===== config.mk =====
export PLATFORM = sky130hd
export DESIGN_NAME = hobsq_cell
export DESIGN_NICKNAME = d
export VERILOG_FILES = /design/src/rtl/harmonic_oscillator_bank_square_assert.svh /design/src/rtl/hobsq_pkg.sv /design/src/rtl/hobsq_div.sv /design/src/rtl/hobsq_cell.sv
export SDC_FILE = /design/constraint.sdc
export NUM_CORES = 2
export LEC_CHECK = 0
export ABC_AREA = 0
export BUFFER_PORTS_ARGS = -buffer_cell sky130_fd_sc_hd__clkbuf_2
export CORE_ASPECT_RATIO = 0.7
export CORE_MARGIN = 2
export CORE_UTILIZATION = 65
export DETAILED_ROUTE_END_ITERATION = 16
export GPL_TIMING_DRIVEN = 0
export PLACE_DENSITY = 0.82
export SETUP_SLACK_MARGIN = 0.05
export SYNTH_ARGS = -nofsm -noshare
export SYNTH_HDL_FRONTEND = slang
export SYNTH_SLANG_ARGS = --single-unit

===== constraint.sdc =====
create_clock -name clk -period 37.4 [get_ports clk]
set_clock_uncertainty 0.2 [all_clocks]
set_input_delay 1.87 -clock clk [delete_from_list [all_inputs] [get_ports clk]]
set_output_delay 1.87 -clock clk [all_outputs]
set_load 0.05 [all_outputs]

===== src/rtl/harmonic_oscillator_bank_square_assert.svh =====
// Assertion macros for the harmonic oscillator bank.
// Included by the top level; depends on nothing else.
`ifndef HARMONIC_OSCILLATOR_BANK_SQUARE_ASSERT_SVH
`define HARMONIC_OSCILLATOR_BANK_SQUARE_ASSERT_SVH
`ifndef SYNTH
// Same-cycle implication, checked outside reset.
`define HOBSQ_ASSERT_IMP(name, ck, rn, ante, cons) \
  name: assert property (@(posedge ck) disable iff (!rn) (ante) |-> (cons)) \
    else $error("hobsq assertion failed");
// Next-cycle implication, checked outside reset.
`define HOBSQ_ASSERT_NXT(name, ck, rn, ante, cons) \
  name: assert property (@(posedge ck) disable iff (!rn) (ante) |=> (cons)) \
    else $error("hobsq assertion failed");
`else
`define HOBSQ_ASSERT_IMP(name, ck, rn, ante, cons)
`define HOBSQ_ASSERT_NXT(name, ck, rn, ante, cons)
`endif
`endif


===== src/rtl/hobsq_pkg.sv =====
// Shared constants and types for the harmonic oscillator bank.
// Used by the divider, the oscillator cell and the top level.
`default_nettype none
package hobsq_pkg;

  // Bank size and fixed-point formats.
  localparam int OSC_N     = 6;
  localparam int FRAC_BITS = 30;
  localparam int STATE_W   = 32;
  localparam int START_W   = 31;
  localparam int IDX_W     = 3;
  localparam int SAMPLE_W  = 16;
  localparam int Q15_SHIFT = 15;

  // Mix term: |new| * 2^15 divided by the odd harmonic number.
  localparam int MAG_W    = STATE_W + Q15_SHIFT;
  localparam int TERM_W   = MAG_W + 1;
  localparam int DIV_STEP = 8;
  localparam int DIV_CYC  = (MAG_W + DIV_STEP - 1) / DIV_STEP;
  localparam int DVD_W    = DIV_CYC * DIV_STEP;
  localparam int D_W      = $clog2(2 * OSC_N);

  // Mix sum and the scaled result before saturation.
  localparam int SUM_W = TERM_W + $clog2(OSC_N) + 1;
  localparam int MIX_W = SUM_W - FRAC_BITS;

  // Sequencer counter covers both the divider and the sum chain.
  localparam int CNT_MAX = (OSC_N > DIV_CYC) ? OSC_N : DIV_CYC;
  localparam int CNT_W   = $clog2(CNT_MAX);

  // Input action codes.
  localparam logic ACT_TICK = 1'b0;
  localparam logic ACT_LOAD = 1'b1;

  // Per-phase strobes broadcast from the sequencer to every cell.
  typedef struct packed {
    logic mul_en;
    logic upd_en;
    logic div_en;
    logic term_en;
  } hobsq_ctrl_t;

endpackage
`default_nettype wire


===== src/rtl/hobsq_div.sv =====
// Serial divider of |new|*2^15 by a small odd divisor, DIV_STEP bits per step.
// Depends on hobsq_pkg.
`default_nettype none
module hobsq_div (
  input  wire logic                          clk,
  input  wire logic                          start,
  input  wire logic                          step,
  input  wire logic [hobsq_pkg::STATE_W-1:0] mag,
  input  wire logic [hobsq_pkg::D_W-1:0]     divisor,
  output logic      [hobsq_pkg::MAG_W-1:0]   quot
);

  // Dividend shifts out at the top while quotient bits enter at the bottom.
  logic [hobsq_pkg::DVD_W-1:0] dvd_r, dvd_nxt, dvd_step;
  logic [hobsq_pkg::D_W-1:0]   rem_r, rem_nxt, rem_step;

  // One restoring step per dividend bit, DIV_STEP bits in this cycle.
  always_comb begin
    logic [hobsq_pkg::DVD_W-1:0] d_v;
    logic [hobsq_pkg::D_W:0]     r_v;
    logic [hobsq_pkg::D_W-1:0]   rem_v;
    d_v   = dvd_r;
    rem_v = rem_r;
    for (int i = 0; i < hobsq_pkg::DIV_STEP; i++) begin
      r_v = {rem_v, d_v[hobsq_pkg::DVD_W-1]};
      d_v = {d_v[hobsq_pkg::DVD_W-2:0], 1'b0};
      if (r_v >= {1'b0, divisor}) begin
        r_v    = r_v - {1'b0, divisor};
        d_v[0] = 1'b1;
      end
      rem_v = r_v[hobsq_pkg::D_W-1:0];
    end
    dvd_step = d_v;
    rem_step = rem_v;
  end

  // Load on start, advance on step, otherwise hold.
  always_comb begin
    dvd_nxt = dvd_r;
    rem_nxt = rem_r;
    if (start) begin
      dvd_nxt = hobsq_pkg::DVD_W'({mag, {hobsq_pkg::Q15_SHIFT{1'b0}}});
      rem_nxt = '0;
    end else if (step) begin
      dvd_nxt = dvd_step;
      rem_nxt = rem_step;
    end
  end

  always_ff @(posedge clk) begin
    dvd_r <= dvd_nxt;
    rem_r <= rem_nxt;
  end

  assign quot = dvd_r[hobsq_pkg::MAG_W-1:0];

endmodule
`default_nettype wire


===== src/rtl/hobsq_cell.sv =====
// One oscillator cell: coefficient and state, update, mix term and a stage of
// the partial-sum chain. Depends on hobsq_pkg and hobsq_div.
`default_nettype none
module hobsq_cell (
  input  wire logic                                 clk,
  input  wire logic                                 rst_n,
  input  wire hobsq_pkg::hobsq_ctrl_t               ctrl,
  input  wire logic [hobsq_pkg::D_W-1:0]            divisor,
  input  wire logic                                 coef_we,
  input  wire logic signed [hobsq_pkg::STATE_W-1:0] coef_wdata,
  input  wire logic                                 load_we,
  input  wire logic signed [hobsq_pkg::START_W-1:0] load_value,
  input  wire logic signed [hobsq_pkg::SUM_W-1:0]   psum_in,
  output logic      signed [hobsq_pkg::SUM_W-1:0]   psum_out
);

  localparam int PROD_W = 2 * hobsq_pkg::STATE_W;

  localparam logic signed [hobsq_pkg::STATE_W-1:0] SAT_MAX =
    {1'b0, {(hobsq_pkg::STATE_W-1){1'b1}}};
  localparam logic signed [hobsq_pkg::STATE_W-1:0] SAT_MIN =
    {1'b1, {(hobsq_pkg::STATE_W-1){1'b0}}};

  logic signed [hobsq_pkg::STATE_W-1:0] coef_r, coef_nxt;
  logic signed [hobsq_pkg::STATE_W-1:0] cur_r, cur_nxt;
  logic signed [hobsq_pkg::STATE_W-1:0] prev_r, prev_nxt;
  logic signed [PROD_W-1:0]             prod_r;
  logic signed [PROD_W:0]               diff_w;
  logic                                 ovf_w;
  logic signed [hobsq_pkg::STATE_W-1:0] nv_w;
  logic        [hobsq_pkg::STATE_W-1:0] mag_w;
  logic                                 neg_r;
  logic        [hobsq_pkg::MAG_W-1:0]   quot_w;
  logic signed [hobsq_pkg::TERM_W-1:0]  term_r, term_nxt;
  logic signed [hobsq_pkg::SUM_W-1:0]   psum_r;

  // Floor-scaled product minus previous, saturated to the state range.
  assign diff_w = (PROD_W+1)'(prod_r >>> hobsq_pkg::FRAC_BITS) - (PROD_W+1)'(prev_r);
  assign ovf_w  = diff_w[PROD_W:hobsq_pkg::STATE_W-1] !=
                  {(PROD_W-hobsq_pkg::STATE_W+2){diff_w[PROD_W]}};
  assign nv_w   = ovf_w ? (diff_w[PROD_W] ? SAT_MIN : SAT_MAX)
                        : diff_w[hobsq_pkg::STATE_W-1:0];
  assign mag_w  = nv_w[hobsq_pkg::STATE_W-1] ? (~nv_w + 1'b1) : nv_w;

  // Architectural state: coefficient write, seed load or a tick update.
  always_comb begin
    coef_nxt = coef_r;
    cur_nxt  = cur_r;
    prev_nxt = prev_r;
    if (coef_we) begin
      coef_nxt = coef_wdata;
    end
    if (load_we) begin
      cur_nxt  = hobsq_pkg::STATE_W'(load_value);
      prev_nxt = '0;
    end else if (ctrl.upd_en) begin
      cur_nxt  = nv_w;
      prev_nxt = cur_r;
    end
  end

  always_ff @(posedge clk) begin
    if (!rst_n) begin
      coef_r <= '0;
      cur_r  <= '0;
      prev_r <= '0;
    end else begin
      coef_r <= coef_nxt;
      cur_r  <= cur_nxt;
      prev_r <= prev_nxt;
    end
  end

  // Registered product, sign of the new value for the term.
  always_ff @(posedge clk) begin
    if (ctrl.mul_en) begin
      prod_r <= PROD_W'(coef_r) * PROD_W'(cur_r);
    end
    if (ctrl.upd_en) begin
      neg_r <= nv_w[hobsq_pkg::STATE_W-1];
    end
  end

  hobsq_div u_div (
    .clk     (clk),
    .start   (ctrl.upd_en),
    .step    (ctrl.div_en),
    .mag     (mag_w),
    .divisor (divisor),
    .quot    (quot_w)
  );

  // Signed mix term, truncated toward zero.
  always_comb begin
    term_nxt = term_r;
    if (ctrl.term_en) begin
      term_nxt = neg_r ? -hobsq_pkg::TERM_W'(quot_w) : hobsq_pkg::TERM_W'(quot_w);
    end
  end

  // Partial sum moves one cell down the chain every cycle.
  always_ff @(posedge clk) begin
    term_r <= term_nxt;
    psum_r <= psum_in + hobsq_pkg::SUM_W'(term_r);
  end

  assign psum_out = psum_r;

endmodule
`default_nettype wire


# Word-level counts from Yosys, hierarchy flattened
# Index checks and enable logic that the tools add are counted.
# classes
n_mul	1
addsub	12
n_reduce_logical	3
mux	24
magnitude_cmp	8
bitwise	2
n_eq_ne	1
# ops
cell	count
32-bit 2-to-1 mux	5
47-bit 2-to-1 mux	3
32-bit by 32-bit multiplier with 64-bit output	1
52-bit by 48-bit adder with 52-bit output	1
47-bit negator with 48-bit output	1
5-bit by 4-bit greater-or-equal comparator with 1-bit output	8
34-bit by 32-bit subtractor with 35-bit output	1
33-bit != test	1
32-bit by 1-bit adder with 32-bit output (second input constant)	1
4-bit 2-to-1 mux	8
32-bit inverter	1
4-bit subtractor	8
1-bit 2-to-1 mux	8
2-bit nonzero test	2
2-bit OR reduction	1
1-bit inverter	1
# word_totals
output_inout_bits	52
word_cells	62
input_bits	127
ff_bits	313

# Logic depth before layout (Yosys ltp)
# logic_depth
depth_word	18
ltp_mapped	66

# Cells and area by module
# A second synthesis with hierarchy kept.
# hier_totals
hier_cells	5669
area_unflattened_um2	53460.0
# by_module_without_submodules
mod	seq_area_each_um2	cells_each	area_each_um2	instances
hobsq_cell	5455.2	5223	49218.5	1
hobsq_div	1361.3	446	4241.6	1

# Worst setup path after synthesis
# Ideal clock, no wire load.
# synth_timing
path_type	input port to flip-flop
start	input port divisor[1] (netlist name)
end	register u_div.rem_r[1] (netlist name)
setup_time_ps	123
setup_slack_ps	23996
t_arrival_ps	13081
path_buffers	1
path_stages	61
cell_sequence	inv_1 > ha_1 > nand2b_1 > a21oi_1 > nor2_1 > mux2_2 > inv_1 > ha_1 > nor2b_1 > o31a_1 > nor2b_1 > o31a_2 > mux2_2 > inv_1 > ha_1 > nand3b_1 > nand2_1 > a31o_2 > [... 25 more ...] > mux2i_1 > mux2_2 > inv_1 > ha_1 > o21ai_0 > nand2b_1 > a21o_1 > a21oi_1 > a21boi_0 > a22o_1 > mux2i_1 > ha_1 > a21boi_0 > o21ai_0 > nand2b_1 > a211oi_4 > mux2i_1 > o21ai_1
# synth_between
elab_chain_len	16
# synth_rtl
item	line_no	text
from (decl)	hobsq_cell.sv:8	input wire logic [hobsq_pkg::D_W-1:0] divisor,
4-bit subtractor or 5-bit by 4-bit greater-or-equal comparator with 1-bit output (tied branches)	hobsq_div.sv:28, hobsq_div.sv:27	
4-bit 2-to-1 mux	hobsq_div.sv:27	if (r_v >= {1'b0, divisor}) begin
4-bit subtractor or 5-bit by 4-bit greater-or-equal comparator with 1-bit output (tied branches)	hobsq_div.sv:28, hobsq_div.sv:27	
4-bit 2-to-1 mux	hobsq_div.sv:27	
4-bit subtractor or 5-bit by 4-bit greater-or-equal comparator with 1-bit output (tied branches)	hobsq_div.sv:28, hobsq_div.sv:27	
4-bit 2-to-1 mux	hobsq_div.sv:27	
5-bit by 4-bit greater-or-equal comparator with 1-bit output or 4-bit subtractor (tied branches)	hobsq_div.sv:27, hobsq_div.sv:28	
4-bit 2-to-1 mux	hobsq_div.sv:27	
4-bit subtractor or 5-bit by 4-bit greater-or-equal comparator with 1-bit output (tied branches)	hobsq_div.sv:28, hobsq_div.sv:27	
4-bit 2-to-1 mux	hobsq_div.sv:27	
4-bit subtractor or 5-bit by 4-bit greater-or-equal comparator with 1-bit output (tied branches)	hobsq_div.sv:28, hobsq_div.sv:27	
4-bit 2-to-1 mux	hobsq_div.sv:27	
5-bit by 4-bit greater-or-equal comparator with 1-bit output or 4-bit subtractor (tied branches)	hobsq_div.sv:27, hobsq_div.sv:28	
4-bit 2-to-1 mux	hobsq_div.sv:27	
4-bit subtractor or 5-bit by 4-bit greater-or-equal comparator with 1-bit output (tied branches)	hobsq_div.sv:28, hobsq_div.sv:27	
4-bit 2-to-1 mux *	hobsq_div.sv:27	
to (signal assigned)	hobsq_div.sv:52	rem_r <= rem_nxt;
to (decl)	hobsq_div.sv:15	logic [hobsq_pkg::D_W-1:0] rem_r, rem_nxt, rem_step;
# Mark *: on every way between the ends. The rest lies on a longest branch, timed or not.
# A chain may end at the register's enable or synchronous reset.

# Final worst setup path
# layout_timing
start	input port divisor[1] (netlist name)
end	register u_div.rem_r[2] (netlist name)
# Same word-level chain as after synthesis.

==> impl_metrics.py <==
metrics = {
    "logic_synthesis": {
        "synthTopCellsByArea": "fa_1, inv_1, ha_1",
        "ys_ff_latch": 283,
        "ys_async_sr_fraction_pct": 0,
        "ys_types": 94,
        "yosys_warnings": 0,
        "yosysTopAreaCellShare_pct": 41.5,
        "synth_edf_count": 115,
        "synthesis.nets": 7261,
        "synth_top_flop_cell": "dfxtp_1",
        "syn-cell-area_mm2": 0.0527,
        "netlist_top_cells_count": "inv_1, fa_1, nand2_1, ha_1, clkbuf_1",
        "synth_area_per_cell_um2": 9.17,
        "synth.most_common_cell": "inv_1",
        "syn_inst": 5744,
        "synth_largest_area_cell": "fa_1",
        "synth-seq-area-share_pct": 12.9,
    },
    "pwr": {
        "ir_worst_vdd_v": 0.000302,
        "power.density_mw_per_mm2": 104,
        "leakage_nw": 25.3,
    },
    "setup_path": {
        "cpMostUsedCell": "ha_1",
        "worstSetupPathType": "in2reg",
        "reg2reg_from": "u_div.rem_r[0]",
        "r2r_cells": 61,
        "r2r_end": "u_div.rem_r[2]",
        "setup.worst_path.end_class": "flop",
        "crit_path_start": "divisor[1]",
        "slowest_stage": "inv_1",
        "path_delay_family": "compound AO/OA/AOI/OAI gates",
        "timing.critical_path.arrival_ps": 15980,
        "start_kind": "input port",
        "rrSetupSlack_ps": 23390,
        "path_buf_inv": 7,
        "path_max_fanout": 10,
        "cp_slowest_stage_delay_ps": 510,
        "cp.required_ps": 37690,
    },
    "placed_design": {
        "dp_hpwl_um": 152000,
        "place.gp.congestion": 1.07,
        "numPortBuffers": 175,
        "placed_area_mm2": 0.0549,
    },
    "die": {
        "core_mm2": 0.0804,
        "die_area_mm2": 0.0834,
        "die_w_um": 344,
        "rows": 87,
        "die_y_um": 242,
        "ios": 179,
        "start_util_pct": 65.5,
    },
    "timing": {
        "finalMaxSlewViolations": 36,
        "finalHoldViolCount": 0,
        "finalCritPeriodShare_pct": 41.9,
        "setup_viol": 0,
        "fin_tns_setup_ps": 0,
        "relSlewSlack_pct": -3.39,
        "min_period_ps": 15690,
        "rsz0062_at_grt": "false",
        "fmax_ghz": 0.0637,
        "worstMarginPinSlew_ps": 1550,
    },
    "cells_and_area": {
        "area_growth_pct": 6.19,
        "n_fill_cell": 6270,
        "design_area_mm2": 0.0559,
        "layout.nets": 7468,
        "drive_above_1_share_pct": 4.77,
        "post-route-util_pct": 69.5,
    },
    "run": {
        "cap_viol_max_count": 4,
    },
    "clock_network": {
        "hold_buffers": 0,
        "htree_levels": 1,
        "clock_sinks": 283,
        "cts_tree": "done",
        "clockBufferDepth": 3,
        "cts-resized-gates": 0,
        "clockRootBuffer": "clkbuf_16",
        "clk_latency_ps": 610,
        "numCtsBuffers": 29,
        "clkSlewWorstSetupHoldPaths_ps": 70,
        "cts_setup_buffers": 0,
    },
    "drt": {
        "dr.max_layer_used": "met5",
        "drt_iter0_drc": 5347,
        "via_count": 42800,
        "wirelength_um": 182000,
        "detail-route-antenna-nets": 0,
        "drt_pass1_iterations": 6,
        "viasPerCell": 6.07,
        "avgRoutedWirePerCell_um": 25.8,
        "met3_wirelength_um": 31400,
        "drc": 0,
        "route.met2.wl_um": 70400,
        "met1_length_um": 71600,
    },
    "global_route": {
        "track_usage_pct": 44.6,
        "grt_remaining_overflow": 0,
        "antenna_found_initial": 17,
        "grt_pass1_vias": 42900,
        "grt_max_degree": 49,
        "grt_pass1_wl_um": 271000,
    },
    "run_status": {
        "outcome": "complete, but fails checks",
        "violations": "max-capacitance violations, max-slew violations",
    },
    "worst_hold_path": {
        "min_to": "prev_r[19]",
        "hold_path_startpoint": "prev_r[19]",
        "hold_class": "reg2reg",
        "hold_depth": 2,
    },
}
-- tightest hold or removal path: cells and delay by family, from the launching register on --
kind / cells / cell delay [ps]
muxes: 1 / 70
and+or+nand+nor: 1 / 70
DFF: 1 / 330
-- cell type report --
class                   instances  area [um2]  share of cell area [%]
clock inverters                20         206                   0.369
well taps                    1068        1340                    2.39
repair buffers                176         896                    1.60
diodes                         10        25.0                  0.0447
plain buffers                 298        1130                    2.02
clock buffers                  34         797                    1.42
flip-flops and latches        283        6820                    12.2
inverters                    1205        4520                    8.09
multi-input cells            3958       40200                    71.9
-- routing by layer --
layer / up-vias / GRT usage, %
met3: 508 / 20.6
met2: 3049 / 58.1
li1: 18000 / -
met4: 26 / 16.4
met1: 21300 / 64.9
met5: - / 0
-- state kept, by name, indices dropped and copies added (netlist names) --
| signal | count |
|---|---|
| u_div.rem_r | 4 |
| term_r | 48 |
| prev_r | 32 |
| prod_r | 34 |
| psum_out | 52 |
| coef_r | 32 |
| cur_r | 32 |
| u_div.dvd_r | 48 |
| neg_r | 1 |
-- power breakdown --
group,internal (mW),switching (mW)
logic,1.85,3.02
registers,0.538,0.0944
clock network,0.170,0.143
-- logic make-up after synthesis --
| family | Yosys count | share of synthesized area, % |
|---|---|---|
| and+or+nand+nor | 1653 | 14.6 |
| muxes | 107 | 2.05 |
| xor gates and xnor gates | 188 | 3.13 |
| DFF | 283 | 12.9 |
| buffers and inverters | 1503 | 10.7 |
| adders and majority gates | 1390 | 48.6 |
| AOI/OAI and AO/OA | 620 | 7.94 |
-- cells in the final DEF, fill, tap and decap left out, drive strengths merged, types with 64 or more instances in the layout --
master     n
nor2     175
xnor2    135
a21oi    160
inv     1208
nand2    878
edfxtp   115
clkbuf   494
o21ai    133
mux2i     98
a21o      73
ha       299
nand2b    64
and2     269
nor2b     69
fa      1091
dfxtp    168
-- worst max-delay path by stage --
stage | end | slack [ps] | cells after the start
after global routing | u_div.rem_r[2] | 20790 | 63
after CTS | u_div.rem_r[3] | 22050 | 63
after detailed placement | u_div.rem_r[2] | 21550 | 63
after global placement | u_div.rem_r[2] | 21820 | 62
after floorplan | u_div.rem_r[1] | 24000 | 61
final | u_div.rem_r[2] | 21710 | 63
-- per-stage QoR --
step	power (mW)	hold slack [ps]	cells	setup slack, ps
after CTS	5.66	296	7041	22050
final	5.82	303	7052	21710
after detailed placement	5.30	262	6987	21550
after global routing	6.26	310	7044	20790
after global placement	5.16	251	6987	21820
after floorplan	3.99	229	5744	24000
Note: power is estimated with default switching activity, not from simulation.
